**config.mk**
```make
export PLATFORM = sky130hd
export DESIGN_NAME = bm3_window
export DESIGN_NICKNAME = d
export VERILOG_FILES = /design/src/rtl/core/bm3_pkg.sv /design/src/rtl/core/bm3_window.sv
export VERILOG_INCLUDE_DIRS = /design/src /design/src/rtl/core
export SDC_FILE = /design/constraint.sdc
export NUM_CORES = 1
export LEC_CHECK = 0
export BUFFER_PORTS_ARGS = -buffer_cell sky130_fd_sc_hd__buf_2
export CAP_MARGIN = 20
export CORE_UTILIZATION = 51
export CTS_CLUSTER_DIAMETER = 100
export DETAILED_ROUTE_END_ITERATION = 8
export PLACE_DENSITY = 0.83
export SYNTH_ARGS = -nofsm -noshare
export SYNTH_HDL_FRONTEND = slang
export SYNTH_SLANG_ARGS = --single-unit
```
**constraint.sdc**
```tcl
create_clock -name clk -period 2.2 [get_ports clk]
set_input_delay 0.33 -clock clk [delete_from_list [all_inputs] [get_ports clk]]
set_output_delay 0.33 -clock clk [all_outputs]
set_load 0.1 [all_outputs]
```
**src/rtl/core/binary_morphology_3x3_stream_unit_defines.svh**
```systemverilog
// Assertion macros shared by the 3x3 binary morphology stream unit.
// No dependencies; every user must have clk and arst_n in scope.
`ifndef BINARY_MORPHOLOGY_3X3_STREAM_UNIT_DEFINES_SVH
`define BINARY_MORPHOLOGY_3X3_STREAM_UNIT_DEFINES_SVH

`ifndef ASSERT_OFF

// Check a condition at every clock edge outside reset.
`define BM3_ASSERT_ALWAYS(lbl, cond, msg) \
	lbl: assert property (@(posedge clk) disable iff (!arst_n) (cond)) else $error(msg);

// Check that a condition implies another one in the next cycle.
`define BM3_ASSERT_NEXT(lbl, ante, cons, msg) \
	lbl: assert property (@(posedge clk) disable iff (!arst_n) (ante) |=> (cons)) \
		else $error(msg);

`else

`define BM3_ASSERT_ALWAYS(lbl, cond, msg)
`define BM3_ASSERT_NEXT(lbl, ante, cons, msg)

`endif

`endif

```
**src/rtl/core/bm3_pkg.sv**
```systemverilog
// Shared types and constants of the 3x3 binary morphology stream unit.
// No dependencies.
package bm3_pkg;

	localparam int MAX_WIDTH = 2048;
	localparam int ADDR_W = $clog2(MAX_WIDTH);
	localparam int CFG_W = 12;
	localparam int POS_W = 23;
	localparam int ROW_W = 11;
	// bit counter of the column remainder unit
	localparam int CNT_W = $clog2(POS_W + 1);

	// flag bits of one window position
	localparam int FLAG_WHITE = 0;
	localparam int FLAG_BLACK = 1;

	localparam logic [1:0] REG_FRAME_WIDTH = 2'd0;
	localparam logic [1:0] REG_FRAME_HEIGHT = 2'd1;
	localparam logic [1:0] REG_OP_MODE = 2'd2;

	localparam logic [1:0] MODE_OUTLINE = 2'd0;
	localparam logic [1:0] MODE_CORRODE = 2'd1;
	localparam logic [1:0] MODE_EXPAND = 2'd2;

	localparam logic [CFG_W-1:0] RST_WIDTH = 12'd1280;
	localparam logic [CFG_W-1:0] RST_HEIGHT = 12'd960;
	localparam logic [CFG_W-1:0] MIN_DIM = 12'd3;
	localparam logic [CFG_W-1:0] MAX_HEIGHT = 12'd2048;

	localparam logic [7:0] PIX_WHITE = 8'd255;
	localparam logic [7:0] PIX_BLACK = 8'd0;

	typedef struct packed {
		logic [ADDR_W-1:0] col;
		logic [1:0] flags;
		logic emit;
		logic border;
		logic last;
	} item_t;

	// line store entry: row two back in upper, row one back in lower
	typedef struct packed {
		logic [1:0] upper;
		logic [1:0] lower;
	} line_entry_t;

endpackage

```
**src/rtl/core/bm3_window.sv**
```systemverilog
// 3x3 flag window, decision logic and output register; drives line store
// write-back. Depends on bm3_pkg and the defines header.
`include "binary_morphology_3x3_stream_unit_defines.svh"

module bm3_window
	import bm3_pkg::*;
(
	input  logic              clk,
	input  logic              arst_n,
	input  logic              load,
	input  item_t             item,
	input  line_entry_t       rd_data,
	input  logic [1:0]        mode,
	input  logic              out_stall,
	output logic              s1_ready,
	output logic              wr_en,
	output logic [ADDR_W-1:0] wr_addr,
	output line_entry_t       wr_data,
	output logic              out_valid,
	output logic [7:0]        out_pixel,
	output logic              frame_last
);

	item_t s1_q;
	logic  s1_valid_q;
	logic  s1_adv;
	logic [2:0][2:0][1:0] win_q, win_n;
	logic  out_valid_q, last_q;
	logic [7:0] pixel_q, pix_n;
	logic  c_white, c_black, n_white, n_black;

	assign s1_adv = s1_valid_q && (!s1_q.emit || !out_valid_q || !out_stall);
	assign s1_ready = !s1_valid_q || s1_adv;

	assign wr_en = s1_adv;
	assign wr_addr = s1_q.col;
	assign wr_data = '{upper: rd_data.lower, lower: s1_q.flags};

	always_comb begin
		for (int r = 0; r < 3; r++) begin
			win_n[r][0] = win_q[r][1];
			win_n[r][1] = win_q[r][2];
		end
		win_n[0][2] = rd_data.upper;
		win_n[1][2] = rd_data.lower;
		win_n[2][2] = s1_q.flags;
	end

	always_comb begin
		n_white = 1'b0;
		n_black = 1'b0;
		for (int r = 0; r < 3; r++) begin
			for (int c = 0; c < 3; c++) begin
				if (!(r == 1 && c == 1)) begin
					n_white = n_white | win_n[r][c][FLAG_WHITE];
					n_black = n_black | win_n[r][c][FLAG_BLACK];
				end
			end
		end
		c_white = win_n[1][1][FLAG_WHITE];
		c_black = win_n[1][1][FLAG_BLACK];
		case (mode)
			MODE_CORRODE:
				pix_n = (s1_q.border || c_white || n_white) ? PIX_WHITE : PIX_BLACK;
			MODE_EXPAND:
				pix_n = (!s1_q.border && (c_black || n_black)) ? PIX_BLACK : PIX_WHITE;
			default:
				pix_n = (!s1_q.border && !c_white && n_white) ? PIX_WHITE : PIX_BLACK;
		endcase
	end

	always_ff @(posedge clk or negedge arst_n) begin
		if (!arst_n) begin
			s1_valid_q <= 1'b0;
			out_valid_q <= 1'b0;
			win_q <= '0;
		end else begin
			if (s1_ready)
				s1_valid_q <= load;
			if (s1_adv)
				win_q <= win_n;
			if (s1_adv && s1_q.emit)
				out_valid_q <= 1'b1;
			else if (!out_stall)
				out_valid_q <= 1'b0;
		end
	end

	always_ff @(posedge clk) begin
		if (s1_ready && load)
			s1_q <= item;
		if (s1_adv && s1_q.emit) begin
			pixel_q <= pix_n;
			last_q <= s1_q.last;
		end
	end

	assign out_valid = out_valid_q;
	assign out_pixel = pixel_q;
	assign frame_last = last_q;

	`BM3_ASSERT_NEXT(a_emit_loads_out, s1_adv && s1_q.emit, out_valid_q, "result lost")
	`BM3_ASSERT_ALWAYS(a_pixel_binary, !out_valid_q || pixel_q == PIX_WHITE || pixel_q == PIX_BLACK, "non-binary result")
	`BM3_ASSERT_ALWAYS(a_load_when_ready, !load || s1_ready, "item loaded while stage full")

endmodule

```
==> summary.txt, run 1 <==
Outcome
  – Outcome: finished, final reports clean

Detailed routing
  – Wirelength per Cell: 12.7 um
  – Drt total wl: 2.04 mm
  – Iter 0 DRT Violations: 14
  – DRC errors left: 0
  – Vias per std cell: 5.01
  – Routed via count: 807
  – Antenna viol nets, final: 0
  – TritonRoute pass-1 iters: 4

Clock network
  – Clock-pin slew on the worst setup and hold paths: 0.10 ns
  – Worst skew pair latency: 0.33 ns
  – CTS tree: yes
  – Max clock buf depth: 2
  – TritonCTS buffer count: 5
  – PostCTS Resize Cnt: 0
  – CTS hold repair buffers: 1
  – H-tree lvl count: 2
  – Post-CTS setup buffer count: 0
  – CTS sink count: 32
  – Root buffer cell: clkbuf_4

Worst hold path
  – Min-delay worst type: in2reg
  – Hold endpoint: wr_addr[0]$_DFFE_PP_
  – Min-delay src: item[5]
  – Worst hold stages: 1

STA
  – Final Skew: 0.00888 ns
  – Final hold violations: 0
  – Fmax: 555 MHz
  – Final Worst Setup Slack: 0.399 ns
  – Slew Limit Fails: 0
  – RSZ-0062 raised after global routing: false
  – Worst-margin pin slew: 0.497 ns
  – Period utilization: 0.819
  – Period minus WS final: 1.80 ns
  – Max-slew headroom: 0.671
  – # setup viols final: 0

Power and ir drop
  – Leakage: 0.707 nW
  – Maximum VDD drop: 0.637 mV
  – Pwr Density: 904 nW/um^2
  – Total power: 0.00142 W

Worst setup path
  – Worst R2R Setup Slack: 0.61 ns
  – Crit path max fanout: 4
  – FF-to-FF End: out_pixel[6]$_DFFE_PP_
  – Critical setup path kind: reg2out
  – CP Launch Type: flop
  – Max stage delay on crit path: 0.50 ns
  – Critical Path AT: 1.47 ns
  – Reg2Reg Depth: 4
  – R2R Path Start: win_n[13]$_DFFE_PN0P_
  – Critical Path Start: out_valid$_DFFE_PN0P_
  – Critical-path top delay cell: dfrtp_4
  – Worst setup EP type: output pin
  – CP Cell Sequence: nand3_1, nand2_1, inv_1, buf_2
  – Req. time, crit path: 1.87 ns

Floorplan
  – Std-Cell Rows: 18
  – Die Area: 2890 sq um
  – Core ar.: 2500 sq um
  – Initial Utilization: 0.547
  – Chip height: 53.8 um
  – Die extent in x: 53.8 um
  – Ports: 53

Logic synthesis
  – Sequential-to-total area share from yosys stat: 0.651
  – Synthesized area: 1370 sq um
  – Synthesized flop and latch total: 32
  – Post-Synthesis Cells: 92
  – Mean post-synth cell area: 14.9 sq um
  – Yosys warns: 0
  – Yosys cell types: 23
  – Syn nets: 120

Global route
  – Gr ovfl total: 0
  – First-pass GRT wire length: 3.07 mm
  – Most Used Layer, Global Route: met2
  – Vias in the first global route: 751
  – Largest net degree at the start of global routing: 17
  – Grt met3 use: 0.0932
  – Antenna violations before repair: 0
  – Met2 GRT Util: 0.278
  – Gr usage total: 0.161
  – Grt met1 use: 0.155

Placement
  – GP Congestion: 0.704
  – Detail Placement HPWL: 1.55 mm
  – Port Buf Inserts: 52
  – DP Worst Slack: 0.626 ns

Flow run
  – Max Cap Violations: 0

Final layout
  – Layout Nets: 158
  – Share of layout cells above drive strength 1: 0.573
  – Most common cell after layout, fill and taps aside: buf_2
  – Commonest non-fill, non-tap cells in the layout: buf_2, edfxtp_1, dfrtp_1
  – ANT cells: 0
  – Area Overhead vs Synth: 14.8%
## synthesized netlist by cell type (all sizes together)
library cell | instances | area share
buf | 23 | 0.12
edfxtp | 18 | 0.40
dfrtp | 14 | 0.26
mux2 | 12 | 0.099
nor4 | 4 | 0.029
inv | 3 | 0.0082
nor2 | 3 | 0.0082
ha | 2 | 0.018
nand2 | 2 | 0.0055
a2111oi | 1 | 0.0073
a21o | 1 | 0.0055
a31oi | 1 | 0.0046
and2 | 1 | 0.0046
and3 | 1 | 0.0046
nand2b | 1 | 0.0046
nand3 | 1 | 0.0037
nand4 | 1 | 0.0046
nor3 | 1 | 0.0037
or3 | 1 | 0.0046
or4 | 1 | 0.0082
## per-stage QoR
step / instance area [sq um] / hold WS, ns / TNS, ns / cells / utilization
after floorplan: 1370 / 0.0344 / -4.16 / 92 / -
after global placement: 1510 / 0.231 / 0 / 152 / 0.604
after detailed placement: 1510 / 0.236 / 0 / 152 / 0.604
after CTS: 1570 / 0.149 / 0 / 161 / 0.628
after global routing: 1570 / 0.140 / 0 / 161 / 0.628
final: 1570 / 0.170 / 0 / 161 / 0.628
## metal layers
layer,part of all wire,up-vias
met2,0.50,44
li1,-,383
met3,0.093,3
met4,0.012,0
met1,0.40,377
met5,0,-
## cell families after synthesis
family,Yosys count,synth area share
adder cells (fa/ha/maj),2,0.0183
AND/OR/NAND/NOR,17,0.0814
AO/OA/AOI/OAI,3,0.0174
buffers and inverters,26,0.133
multiplexers,12,0.0988
flip-flops,32,0.651
## report_power, final
| part | switching (W) | total [W] | internal (W) |
|---|---|---|---|
| sequential | 0.0000368 | 0.000740 | 0.000703 |
| combinational | 0.000287 | 0.000374 | 0.0000862 |
| clock | 0.000188 | 0.000305 | 0.000117 |
| total | 0.000512 | 0.00142 | 0.000906 |
## final cells by class
cell class	count	area, sq um
fill	187	930
sequential	32	895
multi-input combinational	34	298
timing repair buffer	54	278
clock buffer	5	37.5
tap	30	37.5
clock inverter	3	13.8
inverter	3	11.3
## how the worst max path moves through the flow
stage | to | cells after the start
after global placement | out_pixel[6]$_DFFE_PP_ | 4
after global routing | wr_en | 4
after CTS | wr_en | 4
after floorplan | s1_q[0]$_DFFE_PP_ | 2
after detailed placement | out_pixel[6]$_DFFE_PP_ | 5
final | wr_en | 4
## flip-flops by register name, indices dropped and copies added, names as in the netlist
| register | flops |
|---|---|
| wr_addr | 11 |
| win_n | 10 |
| s1_q | 3 |
| wr_data | 2 |
| c_black | 1 |
| c_white | 1 |
| frame_last | 1 |
| out_pixel | 1 |
| out_valid | 1 |
| s1_valid_q | 1 |
## worst max-delay path, delay by kind of cell, from the launching register on
family / cells / cell delay, ns
flip-flops: 1 / 0.50
buffers and inverters: 2 / 0.47
AND/OR/NAND/NOR: 2 / 0.17
(Power assumes the default switching activity.)
==> inputs of run 2 (changes only) <==
ABC_AREA = 1   (was not set)
CORE_UTILIZATION = 48   (was 51)
PLACE_DENSITY = 0.78   (was 0.83)
clock period = 1.75 ns   (was 2.2 ns; I/O delays follow)
==> run 2 against run 1 <==
Against the previous run: clock power grew 57%; worst hold slack lost 0.064 ns; global-route usage grew 0.059 points; flip-flop and latch count is the same; die area grew 10%; design area grew 6.3%; area after synthesis grew 4.3%; non-clock buffer count grew 1; critical path depth is the same; power grew 33%; first-iteration DRC count grew 36%; utilization shrank 2.8 points.
==> summary.txt, run 2 <==
Clock network
  – CTS sink count: 32
  – Root buffer cell: clkbuf_4
  – H-tree lvl count: 2
  – Max clock buf depth: 2
  – TritonCTS buffer count: 5
  – Worst skew pair latency: 0.32 ns
  – CTS tree: yes
  – Clock-pin slew on the worst setup and hold paths: 0.10 ns
  – Post-CTS setup buffer count: 0

Final layout
  – Layout Nets: 200
  – Most common cell after layout, fill and taps aside: buf_2
  – Commonest non-fill, non-tap cells in the layout: buf_2, nand2_1, edfxtp_1
  – Max reg flops: 11
  – ANT cells: 0
  – Share of layout cells above drive strength 1: 0.416
  – Area Overhead vs Synth: 17.0%
  – Layout filler cell count: 226

Floorplan
  – Initial Utilization: 0.513
  – Die Area: 3190 sq um
  – Core ar.: 2780 sq um
  – Chip height: 56.5 um
  – Die extent in x: 56.5 um
  – Ports: 53
  – Std-Cell Rows: 19

Global route
  – Grt met1 use: 0.180
  – Met2 GRT Util: 0.281
  – Most Used Layer, Global Route: met2
  – Grt met3 use: 0.0438
  – First-pass GRT wire length: 3.78 mm
  – Gr ovfl total: 0
  – Gr usage total: 0.162
  – Largest net degree at the start of global routing: 18
  – Vias in the first global route: 924
  – Antenna violations before repair: 0

Worst setup path
  – CP Cell Sequence: nand3_2, nor2_1, inv_1, clkbuf_4
  – Critical setup path kind: reg2out
  – Worst R2R Setup Slack: 0.47 ns
  – CP delay by family, top: flip-flops
  – Max stage delay on crit path: 0.41 ns
  – CP Launch Type: flop
  – Critical Path AT: 1.36 ns
  – Req. time, crit path: 1.49 ns
  – Critical-path top delay cell: dfrtp_2
  – Crit path max fanout: 3
  – Critical path buffers and inverters: 2
  – Worst setup EP type: output pin

STA
  – Slew Limit Fails: 0
  – Worst-margin pin slew: 0.495 ns
  – Final Worst Setup Slack: 0.128 ns
  – Period minus WS final: 1.62 ns
  – Final hold violations: 0
  – Period utilization: 0.927
  – Max-slew headroom: 0.672
  – RSZ-0062 raised after global routing: false
  – Fmax: 616 MHz
  – # setup viols final: 0
  – Final Skew: 0.00814 ns
  – Setup TNS: 0 ns

Logic synthesis
  – Largest cells by area after synthesis: edfxtp_1, dfrtp_1, buf_4, nand2_1, inv_1
  – Post-Synthesis Cells: 133
  – Syn nets: 161
  – Synthesized flop and latch total: 32
  – Post-synth top area cell: edfxtp_1
  – Synthesized area: 1430 sq um
  – Yosys cell types: 17
  – Mean post-synth cell area: 10.7 sq um
  – Sequential-to-total area share from yosys stat: 0.625
  – Top FF cell, synth: edfxtp_1
  – Count leader, synth: nand2_1
  – Post-synth EDFFs: 18
  – Ys async rst share: 0.438
  – Post-synth top area share: 0.379
  – Synth cell count leaders: nand2_1, buf_4, edfxtp_1
  – Yosys warns: 0

Detailed routing
  – DRC errors left: 0
  – Drt total wl: 2.25 mm
  – TritonRoute pass-1 iters: 4
  – Wirelength per Cell: 11.0 um
  – Vias per std cell: 4.61
  – Routed via count: 940
  – Iter 0 DRT Violations: 19
  – Antenna viol nets, final: 0

Power and ir drop
  – Pwr Density: 1130 nW/um^2
  – Reg power frac: 0.485
  – Sw Pwr: 0.000671 W
  – Combinational Power Share: 0.260
  – Total power: 0.00189 W
  – Maximum VDD drop: 0.911 mV
  – Fraction of power spent switching nets: 0.356
  – Cell internal pwr: 0.00121 W
  – Clock power share: 0.254
  – Leakage: 0.845 nW

Placement
  – DP Worst Slack: 0.417 ns
  – Port Buf Inserts: 52
  – GP Congestion: 0.760
  – Detail Placement HPWL: 1.75 mm

Worst hold path
  – Min-delay worst type: in2reg

Flow run
  – Max Cap Violations: 0

Outcome
  – Outcome: finished, final reports clean
run 2: changes by cell type after synthesis, sizes merged, moves of 4 or more:
cell,before,now
o21ai,0,6
nand2,2,40
nor4,4,0
nor2,3,11
inv,3,15
mux2,12,0
run 2: worst paths after layout:
path	startpoint	cells after the start	endpoint
worst min register to register	s1_q[0]$_DFFE_PP_	0	frame_last$_DFFE_PP_
max in group asynchronous	arst_n	2	out_valid$_DFFE_PN0P_
min in group asynchronous	arst_n	2	win_n[0]$_DFFE_PN0P_
worst max-delay path	out_valid$_DFFE_PN0P_	4	s1_ready
worst max register to register	s1_q[2]$_DFFE_PP_	5	out_pixel[6]$_DFFE_PP_
worst min-delay path	item[3]	1	wr_data[0]$_DFFE_PP_
run 2: kinds of logic after synthesis:
group,synth area share
and+or+nand+nor,0.168
DFF,0.625
AOI/OAI and AO/OA,0.0263
adders and majority gates,0.0175
buffers and inverters,0.163
run 2: layout make-up:
cell class | instances | area [sq um] | share of cell area
clock buffers | 7 | 66.3 | 0.0397
repair buffers | 55 | 303 | 0.181
well taps | 31 | 38.8 | 0.0232
multi-input cells | 63 | 305 | 0.183
inverters | 15 | 58.8 | 0.0352
flip-flops and latches | 32 | 892 | 0.534
clock inverters | 1 | 5.00 | 0.00300
run 2: power groups by stage:
stage	combinational, W	clock [W]	sequential [W]
6_report	0.000491	0.000480	0.000915
5_1_grt	0.000522	0.000525	0.000923
4_1_cts	0.000494	0.000490	0.000914
3_5_place_dp	0.000492	0	0.000930
3_3_place_gp	0.000484	0	0.000925
2_1_floorplan	0.000396	0	0.000961
run 2: routing by layer:
metal	up-vias	wire length, um
met5	-	0
met4	0	49
met3	5	134
met2	41	1150
met1	424	919
li1	470	-
run 2: what timing repair did:
action / CTS / global route
setup endpoints to repair: 0 / 1
hold buffers: 1 / 0
resized for setup: 0 / 1
hold endpoints to repair: 14 / 0
run 2: per-stage QoR:
stage / instances / area [sq um] / utilization / hold slack [ns]
global route: 204 / 1670 / 0.600 / 0.0865
global placement: 195 / 1590 / 0.570 / 0.165
CTS: 204 / 1670 / 0.599 / 0.0961
floorplan: 133 / 1430 / - / -0.0331
finish: 204 / 1670 / 0.600 / 0.105
detailed placement: 195 / 1590 / 0.570 / 0.169
