--- src/rtl/core/binary_morphology_3x3_stream_unit_defines.svh ---
// Assertion macros shared by the 3x3 binary morphology stream unit.
// No dependencies; every user must have clk and arst_n in scope.
`ifndef BINARY_MORPHOLOGY_3X3_STREAM_UNIT_DEFINES_SVH
`define BINARY_MORPHOLOGY_3X3_STREAM_UNIT_DEFINES_SVH

`ifndef ASSERT_OFF

// Check a condition at every clock edge outside reset.
`define BM3_ASSERT_ALWAYS(lbl, cond, msg) \
	lbl: assert property (@(posedge clk) disable iff (!arst_n) (cond)) else $error(msg);

// Check that a condition implies another one in the next cycle.
`define BM3_ASSERT_NEXT(lbl, ante, cons, msg) \
	lbl: assert property (@(posedge clk) disable iff (!arst_n) (ante) |=> (cons)) \
		else $error(msg);

`else

`define BM3_ASSERT_ALWAYS(lbl, cond, msg)
`define BM3_ASSERT_NEXT(lbl, ante, cons, msg)

`endif

`endif

--- src/rtl/core/bm3_pkg.sv ---
// Shared types and constants of the 3x3 binary morphology stream unit.
// No dependencies.
package bm3_pkg;

	localparam int MAX_WIDTH = 2048;
	localparam int ADDR_W = $clog2(MAX_WIDTH);
	localparam int CFG_W = 12;
	localparam int POS_W = 23;
	localparam int ROW_W = 11;
	// bit counter of the column remainder unit
	localparam int CNT_W = $clog2(POS_W + 1);

	// flag bits of one window position
	localparam int FLAG_WHITE = 0;
	localparam int FLAG_BLACK = 1;

	localparam logic [1:0] REG_FRAME_WIDTH = 2'd0;
	localparam logic [1:0] REG_FRAME_HEIGHT = 2'd1;
	localparam logic [1:0] REG_OP_MODE = 2'd2;

	localparam logic [1:0] MODE_OUTLINE = 2'd0;
	localparam logic [1:0] MODE_CORRODE = 2'd1;
	localparam logic [1:0] MODE_EXPAND = 2'd2;

	localparam logic [CFG_W-1:0] RST_WIDTH = 12'd1280;
	localparam logic [CFG_W-1:0] RST_HEIGHT = 12'd960;
	localparam logic [CFG_W-1:0] MIN_DIM = 12'd3;
	localparam logic [CFG_W-1:0] MAX_HEIGHT = 12'd2048;

	localparam logic [7:0] PIX_WHITE = 8'd255;
	localparam logic [7:0] PIX_BLACK = 8'd0;

	typedef struct packed {
		logic [ADDR_W-1:0] col;
		logic [1:0] flags;
		logic emit;
		logic border;
		logic last;
	} item_t;

	// line store entry: row two back in upper, row one back in lower
	typedef struct packed {
		logic [1:0] upper;
		logic [1:0] lower;
	} line_entry_t;

endpackage

--- src/rtl/core/bm3_ctrl.sv ---
// Configuration registers, frame position counters and the column remainder
// unit run after a register write. Depends on bm3_pkg and the defines header.
`include "binary_morphology_3x3_stream_unit_defines.svh"

module bm3_ctrl
	import bm3_pkg::*;
(
	input  logic             clk,
	input  logic             arst_n,
	input  logic             cfg_wr_en,
	input  logic [1:0]       cfg_addr,
	input  logic [CFG_W-1:0] cfg_wdata,
	input  logic             command,
	input  logic [7:0]       pixel_value,
	input  logic             advance,
	output item_t            item,
	output logic             ignore,
	output logic             busy,
	output logic [1:0]       mode
);

	logic [CFG_W-1:0] width_q, height_q;
	logic [1:0]       mode_q;
	logic [CFG_W-1:0] eff_w, eff_h, w_m1, h_m1;
	logic [POS_W-1:0] area_q;
	logic [POS_W-1:0] pos_q;
	logic [ADDR_W-1:0] col_q;
	logic [ROW_W-1:0] orow_q, ocol_q;
	logic [CNT_W-1:0] div_cnt_q;
	logic [CFG_W-1:0] rem_q;
	logic [CNT_W-1:0] bit_idx;
	logic [CFG_W:0]   rem_sh, rem_sub;
	logic [CFG_W-1:0] rem_n;
	logic             in_frame, col_end, ocol_end, orow_end;

	always_comb begin
		eff_w = width_q;
		if (width_q < MIN_DIM)
			eff_w = MIN_DIM;
		else if (width_q > CFG_W'(MAX_WIDTH))
			eff_w = CFG_W'(MAX_WIDTH);
		eff_h = height_q;
		if (height_q < MIN_DIM)
			eff_h = MIN_DIM;
		else if (height_q > MAX_HEIGHT)
			eff_h = MAX_HEIGHT;
	end

	assign w_m1 = eff_w - 1'b1;
	assign h_m1 = eff_h - 1'b1;
	assign mode = mode_q;
	assign busy = (div_cnt_q != '0);

	// restoring remainder step: pos mod width, one position bit per cycle
	assign bit_idx = div_cnt_q - 1'b1;
	assign rem_sh = {rem_q, pos_q[bit_idx]};
	assign rem_sub = rem_sh - {1'b0, eff_w};
	assign rem_n = (rem_sh >= {1'b0, eff_w}) ? rem_sub[CFG_W-1:0] : rem_sh[CFG_W-1:0];

	assign in_frame = (pos_q < area_q);
	assign col_end = ({1'b0, col_q} >= w_m1);
	assign ocol_end = ({1'b0, ocol_q} >= w_m1);
	assign orow_end = ({1'b0, orow_q} >= h_m1);

	always_comb begin
		ignore = command && (pos_q == '0);
		item.col = col_q;
		item.flags = '0;
		if (!command && in_frame) begin
			item.flags[FLAG_WHITE] = (pixel_value == PIX_WHITE);
			item.flags[FLAG_BLACK] = (pixel_value == PIX_BLACK);
		end
		item.emit = (pos_q >= (POS_W'(eff_w) + 1'b1));
		item.border = (orow_q == '0) || orow_end || (ocol_q == '0) || ocol_end;
		item.last = orow_end && ocol_end;
	end

	always_ff @(posedge clk or negedge arst_n) begin
		if (!arst_n) begin
			width_q <= RST_WIDTH;
			height_q <= RST_HEIGHT;
			mode_q <= MODE_OUTLINE;
			area_q <= '0;
			pos_q <= '0;
			col_q <= '0;
			orow_q <= '0;
			ocol_q <= '0;
			div_cnt_q <= '0;
			rem_q <= '0;
		end else begin
			area_q <= POS_W'(eff_w) * POS_W'(eff_h);
			if (cfg_wr_en) begin
				case (cfg_addr)
					REG_FRAME_WIDTH:  width_q <= cfg_wdata;
					REG_FRAME_HEIGHT: height_q <= cfg_wdata;
					REG_OP_MODE:      mode_q <= cfg_wdata[1:0];
					default: ;
				endcase
				// restart the column recompute; area settles within it too
				div_cnt_q <= CNT_W'(POS_W);
				rem_q <= '0;
			end else if (busy) begin
				div_cnt_q <= div_cnt_q - 1'b1;
				rem_q <= rem_n;
				if (div_cnt_q == CNT_W'(1))
					col_q <= rem_n[ADDR_W-1:0];
			end else if (advance) begin
				if (item.emit && item.last) begin
					pos_q <= '0;
					col_q <= '0;
					orow_q <= '0;
					ocol_q <= '0;
				end else begin
					pos_q <= pos_q + 1'b1;
					col_q <= col_end ? '0 : col_q + 1'b1;
					if (item.emit) begin
						if (ocol_end) begin
							ocol_q <= '0;
							orow_q <= orow_q + 1'b1;
						end else begin
							ocol_q <= ocol_q + 1'b1;
						end
					end
				end
			end
		end
	end

	`BM3_ASSERT_ALWAYS(a_no_advance_busy, !(advance && busy), "beat taken during recompute")
	`BM3_ASSERT_ALWAYS(a_col_in_range, busy || ({1'b0, col_q} < eff_w), "column out of range")

endmodule

--- config.mk ---
export PLATFORM = sky130hd
export DESIGN_NAME = bm3_ctrl
export DESIGN_NICKNAME = d
export VERILOG_FILES = /design/src/rtl/core/bm3_pkg.sv /design/src/rtl/core/bm3_ctrl.sv
export VERILOG_INCLUDE_DIRS = /design/src /design/src/rtl/core
export SDC_FILE = /design/constraint.sdc
export NUM_CORES = 1
export LEC_CHECK = 0
export BUFFER_PORTS_ARGS = -buffer_cell sky130_fd_sc_hd__buf_4
export CAP_MARGIN = 10
export CORE_ASPECT_RATIO = 1.25
export CORE_MARGIN = 3
export CORE_UTILIZATION = 60
export DETAILED_ROUTE_END_ITERATION = 7
export GPL_TIMING_DRIVEN = 0
export PLACE_DENSITY = 0.82
export SYNTH_ARGS = -nofsm -noshare
export SYNTH_HDL_FRONTEND = slang
export SYNTH_SLANG_ARGS = --single-unit
--- constraint.sdc ---
create_clock -name clk -period 11.9 [get_ports clk]
set_input_delay 3.57 -clock clk [delete_from_list [all_inputs] [get_ports clk]]
set_output_delay 3.57 -clock clk [all_outputs]
set_load 0.02 [all_outputs]
==> impl_metrics.csv, run 1 <==
group,metric,value,unit
outcome,run_status,"complete, no violations",
timing,finalCritPeriodShare,74.8,%
layout,n_fill_cell,1676,
min_path,hp-start,"mode[0]",
clock_tree,h-tree-depth,4,
pwr,p_leak,7.03,nW
synth,synth_area_per_cell,8.86,um2
detailed_routing,drtPass1Iterations,8,
detailed_routing,drt_iter0_drc,1062,
worst_setup_path,end_kind,"output port",
clock_tree,clock-sinks,122,
timing,slew_headroom,41.2,%
min_path,hp-class,"register to register",
placed_design,place_ws,3.62,ns
synth,synth_ff_type,"dfrtp_1",
layout,seq_area,3060,um2
placed_design,gp_congestion,0.937,
worst_setup_path,r2r-end,"area_q[22]",
clock_tree,post_cts_buffers,0,
detailed_routing,route.detailed.drc,0,
grt,grt-ovfl-total,0,
worst_setup_path,critPathMaxFanout,10,
clock_tree,clk_latency,0.43,ns
grt,grt_pass1_wl,55300,um
floorplanning,pin_count,47,
worst_setup_path,path_cells,"nor4_1, nand3_1, a21oi_2, clkinv_1, nor2_1, and3_1, nand3_1, xnor2_1, ha_1, a21oi_1, o31ai_1, o311a_2, nor2_1, inv_1, buf_4",
timing,skew,0.0111,ns
clock_tree,clk_pin_slew_worst_paths,0.06,ns
layout,diodes,0,
floorplanning,core-area,21000,um2
worst_setup_path,crit_type,"register to output port",
worst_setup_path,critPathRequiredTime,8.33,ns
clock_tree,hold_buffers,0,
job,max-cap-violations,0,
timing,fin_ws,3.00,ns
layout,layout-drive-gt1-share,8.50,%
floorplanning,die_y,170,um
synth,ys_seq_elements,122,
min_path,holdPathStages,1,
worst_setup_path,crit_arrival,5.33,ns
detailed_routing,num_vias,11100,
synth,async_reset_ff_share,100,%
worst_setup_path,r2r_setup_slack,4.24,ns
clock_tree,cts_buffers,17,
synth,synth_fp_nets,1744,
floorplanning,start_util,61.7,%
clock_tree,cts_tree,"yes",
synth,synth_cell_types,67,
worst_setup_path,startpoint_type,"register",
placed_design,port-buffer-count,45,
synth,synth_area,13000,um2
grt,grt_max_degree,93,
layout,area_growth_syn_to_layout,10.2,%
worst_setup_path,worst_r2r_path_depth,24,
placed_design,hpwl,26400,um
pwr,vdd_drop_max,0.216,mV
timing,layout_min_cycle_time,8.90,ns
synth,seq_area_frac_synth,23.6,%
floorplanning,rows,59,
timing,rsz0062_at_grt,"no",
timing,slew_violations,0,
timing,fmax,112,MHz
timing,hold_violations,0,
pwr,total_power,0.00268,W
timing,tightestPinTransition,0.880,ns
grt,grt_pass1_vias,11000,
floorplanning,dieWidth,138,um
floorplanning,die-area,23400,um2
pwr,powerDensity,187,nW/um2
synth,synthCells,1465,
min_path,whs_endpoint,"mode[0]",
layout,multi_input_area,8960,um2
timing,setup_tns,0,ns
worst_setup_path,reg2reg_from,"height_q[3]",
timing,setup_viol,0,
detailed_routing,vias_per_cell,6.13,
clock_tree,cts-root-buf,"clkbuf_16",
detailed_routing,routed_wl,34100,um
detailed_routing,wl_per_cell,18.8,um
detailed_routing,ant_nets,0,
grt,grt_util_all_layers,30.0,%
layout,nets,1809,
synth,synth_edf_count,0,
synth,synth_warnings,0,
worst_setup_path,crit_path_max_incr_delay,0.55,ns
clock_tree,cts_resized,0,
worst_setup_path,crit_slowest_cell,"a21oi_2",
clock_tree,clock_path_buffers,2,
grt,antenna_found_initial,0,
[cells in the mapped netlist (all sizes together), types with 4 or more instances]
cell type    n  area share [%]
a211o        4            0.27
a211oi      12            0.69
a21o        17            0.98
a21oi       49             1.9
a22o         9            0.61
a31oi        7            0.34
and2        14            0.67
and3        18            0.87
and4         4            0.27
buf          6            0.25
clkbuf      45             1.3
clkinv       7            0.20
dfrtp      116              22
dfstp        6             1.2
fa         100              15
ha         152              15
inv        195             5.6
mux2        26             2.3
mux2i       12            0.93
mux4         5            0.87
nand2      146             4.2
nand2b      17            0.82
nand3       38             1.5
nand3b       5            0.29
nand4       24             1.2
nor2       136             3.9
nor2b       20            0.96
nor3        27             1.0
nor4        14            0.67
o211ai      10            0.58
o21a        11            0.64
o21ai       47             1.8
o21bai       4            0.23
o22ai        5            0.24
o31ai       14            0.81
o32ai        9            0.61
or2          6            0.29
or3         12            0.62
or4          4            0.23
xnor2       55             3.7
xor2        30             2.0
[layout by cell type, fill, tap and decap left out, types with 9 or more instances in the layout]
cell type  synthesis  final
o21ai_0           45     45
buf_4              0     44
o32ai_1            9      9
o21a_1            11     11
nand3_1           38     38
clkbuf_16          0     17
fa_1             100    100
nand2_1          146    146
clkbuf_1          45     45
ha_1             152    152
inv_1            194    194
o211ai_1          10     10
mux2i_1           12     12
nand2b_1          17     17
a211oi_1          12     12
a21oi_1           48     48
nor2_1           136    136
nor4_1            14     14
nor3_1            27     27
a21o_1            17     17
and2_1            14     14
a22o_1             9      9
nand4_1           24     24
xnor2_1           55     55
xor2_1            30     30
dfrtp_1          116    116
o31ai_1           14     14
nor2b_1           20     20
or3_1             11     11
and3_1            18     18
mux2_2            26     26
[critical path, delay by kind of cell (launching register included)]
kind	cells	cell delay, ns
simple gates	6	1.58
compound gates	4	1.29
buf+inv	3	0.88
flops	1	0.46
xor+xnor	1	0.35
fa+ha+maj	1	0.33
[worst max-delay path by stage]
stage,to,depth (start not counted),slack [ns],startpoint
floorplan,item[3],3,4.06,command
global placement,item[2],15,3.74,width_q[7]
detailed placement,item[2],15,3.62,width_q[7]
CTS,item[2],15,3.10,width_q[7]
global route,item[2],15,2.85,width_q[7]
finish,item[2],15,3.00,width_q[7]
[metal layers]
layer  GRT usage [%]  routed length [um]  up-vias
met3            2.93                2160      117
met5               0                   0        -
met4            14.1                1620        0
met1            38.9               13200     5434
met2            50.4               17100      521
li1                -                   -     5058
[cells by family after synthesis]
kind of cell | synth area share (%)
adders and majority gates | 30.1
DFF | 23.6
other | 0.0289
muxes | 4.05
AOI/OAI and AO/OA | 11.2
and+or+nand+nor | 17.9
buffers and inverters | 7.40
xor gates and xnor gates | 5.74
[where the power goes]
part | switching [W] | total (W) | internal, W | leakage (nW)
Combinational | 0.000959 | 0.00160 | 0.000643 | 5.19
Clock | 0.000205 | 0.000540 | 0.000335 | 0.285
Sequential | 0.0000460 | 0.000538 | 0.000492 | 1.55
Total | 0.00121 | 0.00268 | 0.00147 | 7.03
[state kept, by name, summed over array words and instances, names as in the netlist]
name,count
pos_q,23
ocol_q,11
orow_q,11
rem_q,12
height_q,12
col_q,11
width_q,12
area_q,23
mode,2
div_cnt_q,5
[through the flow]
| step | cells | util, % | hold slack, ns | cell area, um2 |
|---|---|---|---|---|
| 6_report | 1816 | 68.0 | 0.508 | 14300 |
| 5_1_grt | 1816 | 68.0 | 0.529 | 14300 |
| 4_1_cts | 1816 | 68.0 | 0.507 | 14300 |
| 3_5_place_dp | 1785 | 65.1 | 0.494 | 13700 |
| 3_3_place_gp | 1784 | 64.9 | 0.489 | 13700 |
| 2_1_floorplan | 1465 | - | 0.489 | 13000 |
[area by class of cell]
type / count / area share [%]
clock inverters: 13 / 1.18
flip-flops and latches: 122 / 21.4
inverters: 202 / 5.30
plain buffers: 51 / 1.41
multi-input cells: 1090 / 62.6
repair buffers: 46 / 2.58
well taps: 274 / 2.40
clock buffers: 18 / 3.07
(Power assumes the default switching activity.)
==> inputs of run 2 (changes only) <==
--- a/config.mk
+++ b/config.mk
@@ -6,6 +6,7 @@
 export SDC_FILE = /design/constraint.sdc
 export NUM_CORES = 1
 export LEC_CHECK = 0
+export ABC_AREA = 1
 export BUFFER_PORTS_ARGS = -buffer_cell sky130_fd_sc_hd__buf_4
 export CAP_MARGIN = 10
 export CORE_ASPECT_RATIO = 1.25
@@ -13,7 +14,7 @@
 export CORE_UTILIZATION = 60
 export DETAILED_ROUTE_END_ITERATION = 7
 export GPL_TIMING_DRIVEN = 0
-export PLACE_DENSITY = 0.82
+export PLACE_DENSITY = 0.81
 export SYNTH_ARGS = -nofsm -noshare
 export SYNTH_HDL_FRONTEND = slang
 export SYNTH_SLANG_ARGS = --single-unit
==> constraint.sdc (replaced) <==
create_clock -name clk -period 9 [get_ports clk]
set_input_delay 2.7 -clock clk [delete_from_list [all_inputs] [get_ports clk]]
set_output_delay 2.7 -clock clk [all_outputs]
set_load 0.02 [all_outputs]
==> run 2 against run 1 <==
Net effect:
- critical path depth increased by 3
- total power grew 32%
- wire length up 16%
- non-clock buffer count decreased by 5
- worst hold slack got worse by 0.017 ns
- synthesized cell count is 37% higher
- combinational power grew 25%
- sequential cell count unchanged
- die area up 11%
- first-iteration DRC count is 1.5% higher
- register-to-register slack worse by 1.4 ns
==> impl_metrics.csv, run 2 <==
group,metric,value,unit
outcome,run_status,"complete, no violations",
worst_setup_path,endpoint,"item[1]",
timing,hold_violations,0,
detailed_routing,vias_per_cell,5.63,
clock_tree,hold_buffers,0,
placed_design,gp_congestion,0.966,
synth,synth_ff_type,"dfrtp_1",
synth,synth_area,14500,um2
layout,final_common_cell,"nand2_1",
clock_tree,cts_tree,"yes",
synth,synth_warnings,0,
layout,diodes,0,
synth,synth_common_cells,"nand2_1, inv_1, nor2_1",
grt,grt_max_degree,77,
floorplanning,dieWidth,145,um
timing,rsz0062_at_grt,"no",
layout,seq_area,3060,um2
layout,reg.largest.list,"area_q x23, pos_q x23",
worst_setup_path,crit_path_max_incr_delay,0.63,ns
synth,synth_area_leaders,"dfrtp_1, fa_1, nand2_1, ha_1, inv_1",
grt,grt-ovfl-total,0,
timing,layout_min_cycle_time,7.00,ns
synth,synth_area_per_cell,7.24,um2
floorplanning,rows,62,
worst_setup_path,r2r-end,"area_q[20]",
worst_setup_path,r2r_setup_slack,2.86,ns
pwr,vdd_drop_max,0.148,mV
floorplanning,start_util,62.0,%
layout,multi_input_area,9800,um2
clock_tree,clk_pin_slew_worst_paths,0.06,ns
grt,grt_pass1_wl,65500,um
timing,slew_violations,0,
worst_setup_path,crit_slowest_cell,"a22oi_1",
min_path,hp-class,"register to register",
placed_design,port-buffer-count,46,
clock_tree,cts_buffers,17,
clock_tree,clk_latency,0.44,ns
worst_setup_path,cp_num_cells,18,
floorplanning,core-area,23300,um2
clock_tree,clock_path_buffers,2,
worst_setup_path,crit_type,"register to output port",
floorplanning,pin_count,47,
timing,fmax,143,MHz
clock_tree,h-tree-depth,4,
grt,grt_pass1_vias,13400,
grt,antenna_found_initial,1,
detailed_routing,drtPass1Iterations,6,
worst_setup_path,end_kind,"output port",
worst_setup_path,reg2reg_from,"width_q[11]",
layout,n_fill_cell,1968,
synth,ys_seq_elements,122,
synth,seq_area_frac_synth,21.1,%
timing,fin_ws,2.00,ns
detailed_routing,routed_wl,39600,um
worst_setup_path,critPathRequiredTime,6.30,ns
worst_setup_path,crit_arrival,4.30,ns
layout,layout-drive-gt1-share,8.42,%
job,max-cap-violations,0,
grt,grt_util_all_layers,30.7,%
detailed_routing,ant_nets,0,
worst_setup_path,crit_top_cell,"nand3_1",
synth,async_reset_ff_share,100,%
worst_setup_path,startpoint_type,"register",
floorplanning,die-area,26000,um2
synth,synth.largest_area_cell,"dfrtp_1",
detailed_routing,num_vias,13500,
detailed_routing,wl_per_cell,16.5,um
synth,yosysMostFrequentCell,"nand2_1",
floorplanning,die_y,180,um
worst_setup_path,path_cells,"inv_1, nand3_1, nor2_1, a22oi_1, ha_1, nand3_1, nor2_1, nand3_1, nand2_1, nand2_1, ha_1, and3_1, and2_1, nand2_1, nand4_1, a41oi_1, nand3_1, buf_4",
detailed_routing,drt_iter0_drc,1078,
worst_setup_path,cp_top_family,"simple AND/OR/NAND/NOR gates",
pwr,p_leak,8.45,nW
clock_tree,post_cts_buffers,0,
placed_design,hpwl,31200,um
timing,tightestPinTransition,0.827,ns
timing,setup_tns,0,ns
synth,synth_cell_types,49,
timing,finalCritPeriodShare,77.8,%
timing,setup_viol,0,
synth,synth_edf_count,0,
worst_setup_path,critPathMaxFanout,5,
worst_setup_path,crit_start,"height_q[6]",
synth,synth_fp_nets,2279,
clock_tree,cts-root-buf,"clkbuf_16",
worst_setup_path,worst-path-buf-inv,2,
timing,slew_headroom,44.9,%
worst_setup_path,worst_r2r_path_depth,20,
synth,synthCells,2000,
clock_tree,cts_resized,0,
detailed_routing,route.detailed.drc,0,
placed_design,place_ws,2.58,ns
clock_tree,clock-sinks,122,
layout,layout_common_cells,"nand2_1, inv_1, nor2_1",
timing,skew,0.0105,ns
layout,nets,2345,
pwr,powerDensity,222,nW/um2
layout,area_growth_syn_to_layout,10.1,%
synth,synth_top_cell_area_share,20.0,%
run 2: kinds of logic after synthesis:
logic type      count (synthesis)  synth area share, %
other cells                     1               0.0259
buf+inv                       404                 11.2
xor+xnor                       70                 4.23
fa+ha+maj                     252                 27.0
compound gates                167                 6.33
flops                         122                 21.1
simple gates                  984                 30.2
run 2: area by class of cell:
cell class	count	area share (%)
sequential	122	19.2
clock inverter	13	1.50
multi-input combinational	1474	61.5
timing repair buffer	47	2.36
clock buffer	19	2.78
inverter	359	8.50
tap	320	2.51
buffer	45	1.63
run 2: how the worst min path moves through the flow:
stage	from	endpoint	slack, ns	depth (start not counted)
3_3_place_gp	mode[0]	mode[0]	0.47	2
3_5_place_dp	height_q[9]	height_q[9]	0.48	2
2_1_floorplan	height_q[10]	height_q[10]	0.45	2
6_report	height_q[6]	height_q[6]	0.49	2
4_1_cts	height_q[9]	height_q[9]	0.49	2
5_1_grt	height_q[6]	height_q[6]	0.51	2
run 2: through the flow:
step / util [%] / area (um2) / total power, W / hold WS, ns / std cells
final: 68.3 / 15900 / 0.00353 / 0.491 / 2399
after global routing: 68.3 / 15900 / 0.00384 / 0.510 / 2399
after CTS: 68.3 / 15900 / 0.00353 / 0.494 / 2399
after detailed placement: 65.3 / 15300 / 0.00271 / 0.484 / 2367
after global placement: 65.2 / 15200 / 0.00266 / 0.473 / 2366
after floorplan: - / 14500 / 0.00218 / 0.453 / 2000
run 2: tightest hold or removal path, cell delays in order (launching register included):
cell	delay [ns]
dfstp_2	0.37
nand2_1	0.05
o21ai_0	0.07
run 2: report_power, final:
| group | leakage, nW | switching, W | internal (W) |
|---|---|---|---|
| Clock | 0.324 | 0.000276 | 0.000529 |
| Combinational | 6.64 | 0.00129 | 0.000708 |
| Sequential | 1.48 | 0.0000750 | 0.000650 |
run 2: metal layers:
layer / vias up / GRT usage [%] / routed length (um)
met4: 0 / 15.0 / 1980
met2: 534 / 53.0 / 19600
met3: 130 / 4.41 / 2410
met5: - / 0 / 0
met1: 6405 / 38.0 / 15600
li1: 6428 / - / -
